## src/rtl/pli_pkg.sv

```systemverilog
// Shared types and constants for the percentile interpolation block.
package pli_pkg;

  localparam int SAMPLE_W = 16;
  localparam int FRAC_W   = 16;
  localparam int P_W      = 14;
  localparam int P_FULL   = 10000;
  localparam int P_RESET  = 5000;
  localparam int RES_W    = 32;
  localparam int PROD_W   = P_W + SAMPLE_W;
  localparam int DIV_W    = PROD_W + FRAC_W;

  // flips the sign bit so signed order becomes unsigned order
  localparam logic [SAMPLE_W-1:0] SIGN_FLIP = {1'b1, {(SAMPLE_W-1){1'b0}}};

  typedef logic signed [SAMPLE_W-1:0] sample_t;

  typedef struct packed {
    logic signed [SAMPLE_W-1:0] sample;
    logic                       last;
  } in_word_t;

  typedef struct packed {
    logic signed [RES_W-1:0] percentile_q16;
    logic                    status;
  } out_word_t;

  typedef struct packed {
    logic done;
    logic busy;
  } unit_stat_t;

endpackage

```

## src/rtl/pli_div.sv

```systemverilog
// Divider by the fixed percentile scale, by reciprocal multiplication in two halves.
module pli_div
  import pli_pkg::*;
(
  input  logic             clk,
  input  logic             rst,
  input  logic             start,
  input  logic [DIV_W-1:0] dividend,
  output unit_stat_t       stat,
  output logic [DIV_W-1:0] quotient,
  output logic [P_W-1:0]   remainder
);

  // P_FULL = 625 * 16: the low four bits pass straight into the remainder
  localparam int LOW_W  = 4;
  localparam int HALF_W = (DIV_W - LOW_W) / 2;
  localparam int D_W    = 10;
  localparam int OP_W   = D_W + HALF_W;
  localparam int MUL_W  = 2 * OP_W;
  localparam int SH     = 40;
  localparam logic [D_W-1:0]  DIV_D   = D_W'(P_FULL >> LOW_W);
  // ceil(2**40 / 625): the floor is exact for any operand below 2**31
  localparam logic [OP_W-1:0] RECIP_M = OP_W'(1759218605);

  logic               busy;
  logic               done;
  logic               fix;
  logic               lo_pass;
  logic [OP_W-1:0]    op;
  logic [HALF_W-1:0]  low_half;
  logic [LOW_W-1:0]   low_bits;
  logic [HALF_W-1:0]  q_hi;
  logic [MUL_W-1:0]   prod;
  logic [DIV_W-1:0]   q_out;
  logic [P_W-1:0]     r_out;
  logic [HALF_W-1:0]  q_est;
  logic [OP_W-1:0]    q_times_d;
  logic [D_W-1:0]     r_est;

  // both passes keep the quotient below 2**21
  assign q_est     = prod[SH +: HALF_W];
  assign q_times_d = OP_W'(q_est) * OP_W'(DIV_D);
  assign r_est     = D_W'(op - q_times_d);

  always_ff @(posedge clk) begin
    if (rst) begin
      busy <= 1'b0;
      done <= 1'b0;
    end else begin
      done <= 1'b0;
      if (start) begin
        busy     <= 1'b1;
        fix      <= 1'b0;
        lo_pass  <= 1'b0;
        op       <= OP_W'(dividend[DIV_W-1 -: HALF_W]);
        low_half <= dividend[LOW_W +: HALF_W];
        low_bits <= dividend[LOW_W-1:0];
      end else if (busy) begin
        if (!fix) begin
          prod <= MUL_W'(op) * MUL_W'(RECIP_M);
          fix  <= 1'b1;
        end else if (!lo_pass) begin
          // upper half done: its remainder heads the lower half
          q_hi    <= q_est;
          op      <= {r_est, low_half};
          fix     <= 1'b0;
          lo_pass <= 1'b1;
        end else begin
          q_out <= DIV_W'({q_hi, q_est});
          r_out <= {r_est, low_bits};
          busy  <= 1'b0;
          done  <= 1'b1;
        end
      end
    end
  end

  assign stat      = '{done: done, busy: busy};
  assign quotient  = q_out;
  assign remainder = r_out;

endmodule

```

## config.mk

```make
export PLATFORM = sky130hd
export DESIGN_NAME = pli_div
export DESIGN_NICKNAME = d
export VERILOG_FILES = /design/src/rtl/pli_pkg.sv /design/src/rtl/pli_div.sv
export SDC_FILE = /design/constraint.sdc
export NUM_CORES = 1
export LEC_CHECK = 0
export ABC_AREA = 1
export CAP_MARGIN = 5
export CORE_MARGIN = 2
export CORE_UTILIZATION = 50
export CTS_CLUSTER_SIZE = 30
export DETAILED_ROUTE_END_ITERATION = 7
export DONT_BUFFER_PORTS = 1
export GPL_ROUTABILITY_DRIVEN = 0
export PLACE_DENSITY_LB_ADDON = 0.1
export RECOVER_POWER = 50
export SYNTH_ARGS = -nofsm -noshare
export SYNTH_HDL_FRONTEND = slang
export SYNTH_SLANG_ARGS = --single-unit
```

## constraint.sdc

```tcl
create_clock -name clk -period 6.4 [get_ports clk]
set_input_delay 0.96 -clock clk [delete_from_list [all_inputs] [get_ports clk]]
set_output_delay 0.96 -clock clk [all_outputs]
set_load 0.03 [all_outputs]
```

==> impl_metrics.env <==
export IMPL_timing_setup_critical_path_class="reg2reg"
export IMPL_clockRootBuffer="clkbuf_16"
export IMPL_multiInputGateArea_um2=18200
export IMPL_grt_pass1_wl_um=111000
export IMPL_post_dp_cell_area_um2=26400
export IMPL_drv_slew=22
export IMPL_dp_worst_setup_slack_ns=-0.104
export IMPL_detailed_route_vias_per_instance=5.14
export IMPL_layout_setup_ws_ns=0.0850
export IMPL_dieWidth_um=225
export IMPL_detail_route_first_pass_iterations=6
export IMPL_detail_route_iter0_violations=1197
export IMPL_timing_critical_path_fanout_max=5
export IMPL_clock_tree_from_tritoncts="yes"
export IMPL_areaGrowthSynthToFinish_pct=16.2
export IMPL_htree_levels=4
export IMPL_status="complete, but fails checks"
export IMPL_remaining_drc_errors=0
export IMPL_synth_warnings=0
export IMPL_final_hold_slack_ns=0.410
export IMPL_synth_seq_cells=158
export IMPL_io_pin_count=111
export IMPL_via_count=17700
export IMPL_initial_antenna_violation_count=0
export IMPL_final_period_utilization_pct=98.7
export IMPL_yosys_cell_types_count=36
export IMPL_fin_nets=3645
export IMPL_ratio_of_cells_with_drive_above_1_in_the_final_layout_pct=16.6
export IMPL_cp_required_ns=6.61
export IMPL_ctsHoldBuffers=0
export IMPL_die_area_um2=50800
export IMPL_wl_um=73700
export IMPL_first_global_vias=18500
export IMPL_worst_skew_pair_late_latency_ns=0.46
export IMPL_seq_area_frac_synth_pct=19.3
export IMPL_fill_cells=4224
export IMPL_final_setup_viols=0
export IMPL_final_antenna_net_count=0
export IMPL_clock_skew_ns=0.0200
export IMPL_die_y_um=225
export IMPL_synthesis_instances=2598
export IMPL_sequential_cell_area_um2=4720
export IMPL_violations="capacitance limit, slew limit"
export IMPL_antenna_diode_count=0
export IMPL_routed_wire_length_per_instance_um=21.4
export IMPL_finish_instance_area_um2=28500
export IMPL_critical_path_arrival_ns=6.52
export IMPL_worst_slew_pin_tran_ns=1.53
export IMPL_clk_pin_slew_ns=0.08
export IMPL_grt_overflow=0
export IMPL_grt_setup_unrepaired="yes"
export IMPL_dp_hpwl_um=64600
export IMPL_drv_cap=1
export IMPL_floorplan_core_area_um2=48600
export IMPL_final_period_minus_worst_setup_slack_ns=6.31
export IMPL_maxClockFrequency_mhz=158
export IMPL_syn_area_um2=24500
export IMPL_std_cell_rows=81
export IMPL_port_buffers=0
export IMPL_slew_limit_headroom_pct=-2.13
export IMPL_critical_path_startpoint_type="register"
export IMPL_hold_violations=0
export IMPL_largest_net_degree_at_the_start_of_global_routing=57
export IMPL_tritoncts_num_buffers=17
export IMPL_layout_common_cells="inv_1 (692), nand2_1 (518), fa_1 (382)"
export IMPL_type_of_destination_of_the_critical_path="register"
export IMPL_global_routing_usage_summed_across_all_routing_layers_pct=30.2
export IMPL_cts_sinks=158
export IMPL_clock_path_buffers=2
export IMPL_synth_area_per_inst_um2=9.43
export IMPL_mostFrequentLayoutCell="inv_1"
export IMPL_min_path_type="reg2reg"
export IMPL_initial_core_util_pct=50.4
[metal layers]
layer  wire, µm  vias up  track usage, %  part of all wire (%)
li1           -     8269               -                     -
met1      30800     8743            39.7                    42
met2      34400      558            48.1                    47
met3       5320      114            7.18                   7.2
met4       3220        0            12.3                   4.4
met5          0        -               0                     0
[worst max-delay path, stage by stage, from the launching register on]
cell and delay, ns:
edfxtp_1 0.53, buf_12 0.20, ha_4 0.26, fa_1 0.53
fa_1 0.52, fa_1 0.52, fa_1 0.54, fa_1 0.54
fa_1 0.61, inv_2 0.06, fa_1 0.49, inv_2 0.05
ha_4 0.15, nand2_2 0.07, nand2_2 0.08, nand2_1 0.10
nand3_2 0.11, buf_4 0.15, nor2_1 0.12, nand2_1 0.10
nand2_2 0.10, nand3_1 0.08, nand2_1 0.06, nand2_1 0.08
[logic make-up after synthesis]
family / Yosys count / synth area share, %
xor+xnor: 35 / 1.25
simple gates: 807 / 13.7
fa+ha+maj: 791 / 52.6
compound gates: 85 / 1.94
flops: 158 / 19.3
other cells: 1 / 0.0153
buf+inv: 721 / 11.1
[synth_stat cells, drive strengths merged]
cell	n	area share, %
xnor2	13	0.46
clkbuf	5	0.077
o21a	1	0.031
nand3b	2	0.061
xor2	22	0.79
o21ai	10	0.20
a21boi	2	0.061
inv	709	11
and2	6	0.15
ha	391	20
edfxtp	156	19
a31oi	1	0.026
nand4	19	0.49
conb	1	0.015
a21o	2	0.061
or2	11	0.28
nand2	578	8.9
and3	2	0.051
nor4	1	0.026
nor2	109	1.9
buf	7	0.20
o311ai	1	0.036
o21bai	13	0.40
nand3	60	1.2
fa	400	33
a21oi	55	1.1
nor3b	2	0.10
dfxtp	2	0.16
nor3	17	0.55
[layout make-up]
class	count	area share [%]
sequential	158	16.6
tap	622	2.73
clock inverter	15	0.483
timing repair buffer	197	5.56
clock buffer	17	1.49
multi-input combinational	1722	63.8
inverter	709	9.36
[path summary, 6_finish.rpt]
path | start | cells past startpoint | slack (ns) | to
worst max-delay path | op[15] | 23 | 0.09 | prod[54]
worst min-delay path | low_bits[2] | 0 | 0.41 | remainder[2]
worst max register to register | op[15] | 23 | 0.09 | prod[54]
worst min register to register | low_bits[2] | 0 | 0.41 | remainder[2]
[stage by stage]
stage          TNS, ns  util [%]  cells
2_1_floorplan        0         -   2601
3_3_place_gp    -0.206      54.3   3360
3_5_place_dp    -0.398      54.3   3360
4_1_cts              0      55.7   3402
5_1_grt         -0.928      58.6   3440
6_report             0      58.6   3440
[state kept, by name, summed over array words and instances (netlist names)]
register / flops
done: 1
op: 31
remainder: 14
q_hi: 21
quotient: 42
lo_pass: 1
busy: 1
low_bits: 4
low_half: 21
fix: 1
prod: 21
[timing repair]
action | CTS | global route
pin swaps | 0 | 78
setup endpoints to repair | 12 | 21
setup buffers | 10 | 40
gates resized for setup | 16 | 232
Power is left out: the tool's default activity adds up to more than one toggle a clock period on the data nets, which glitch-free logic cannot reach.
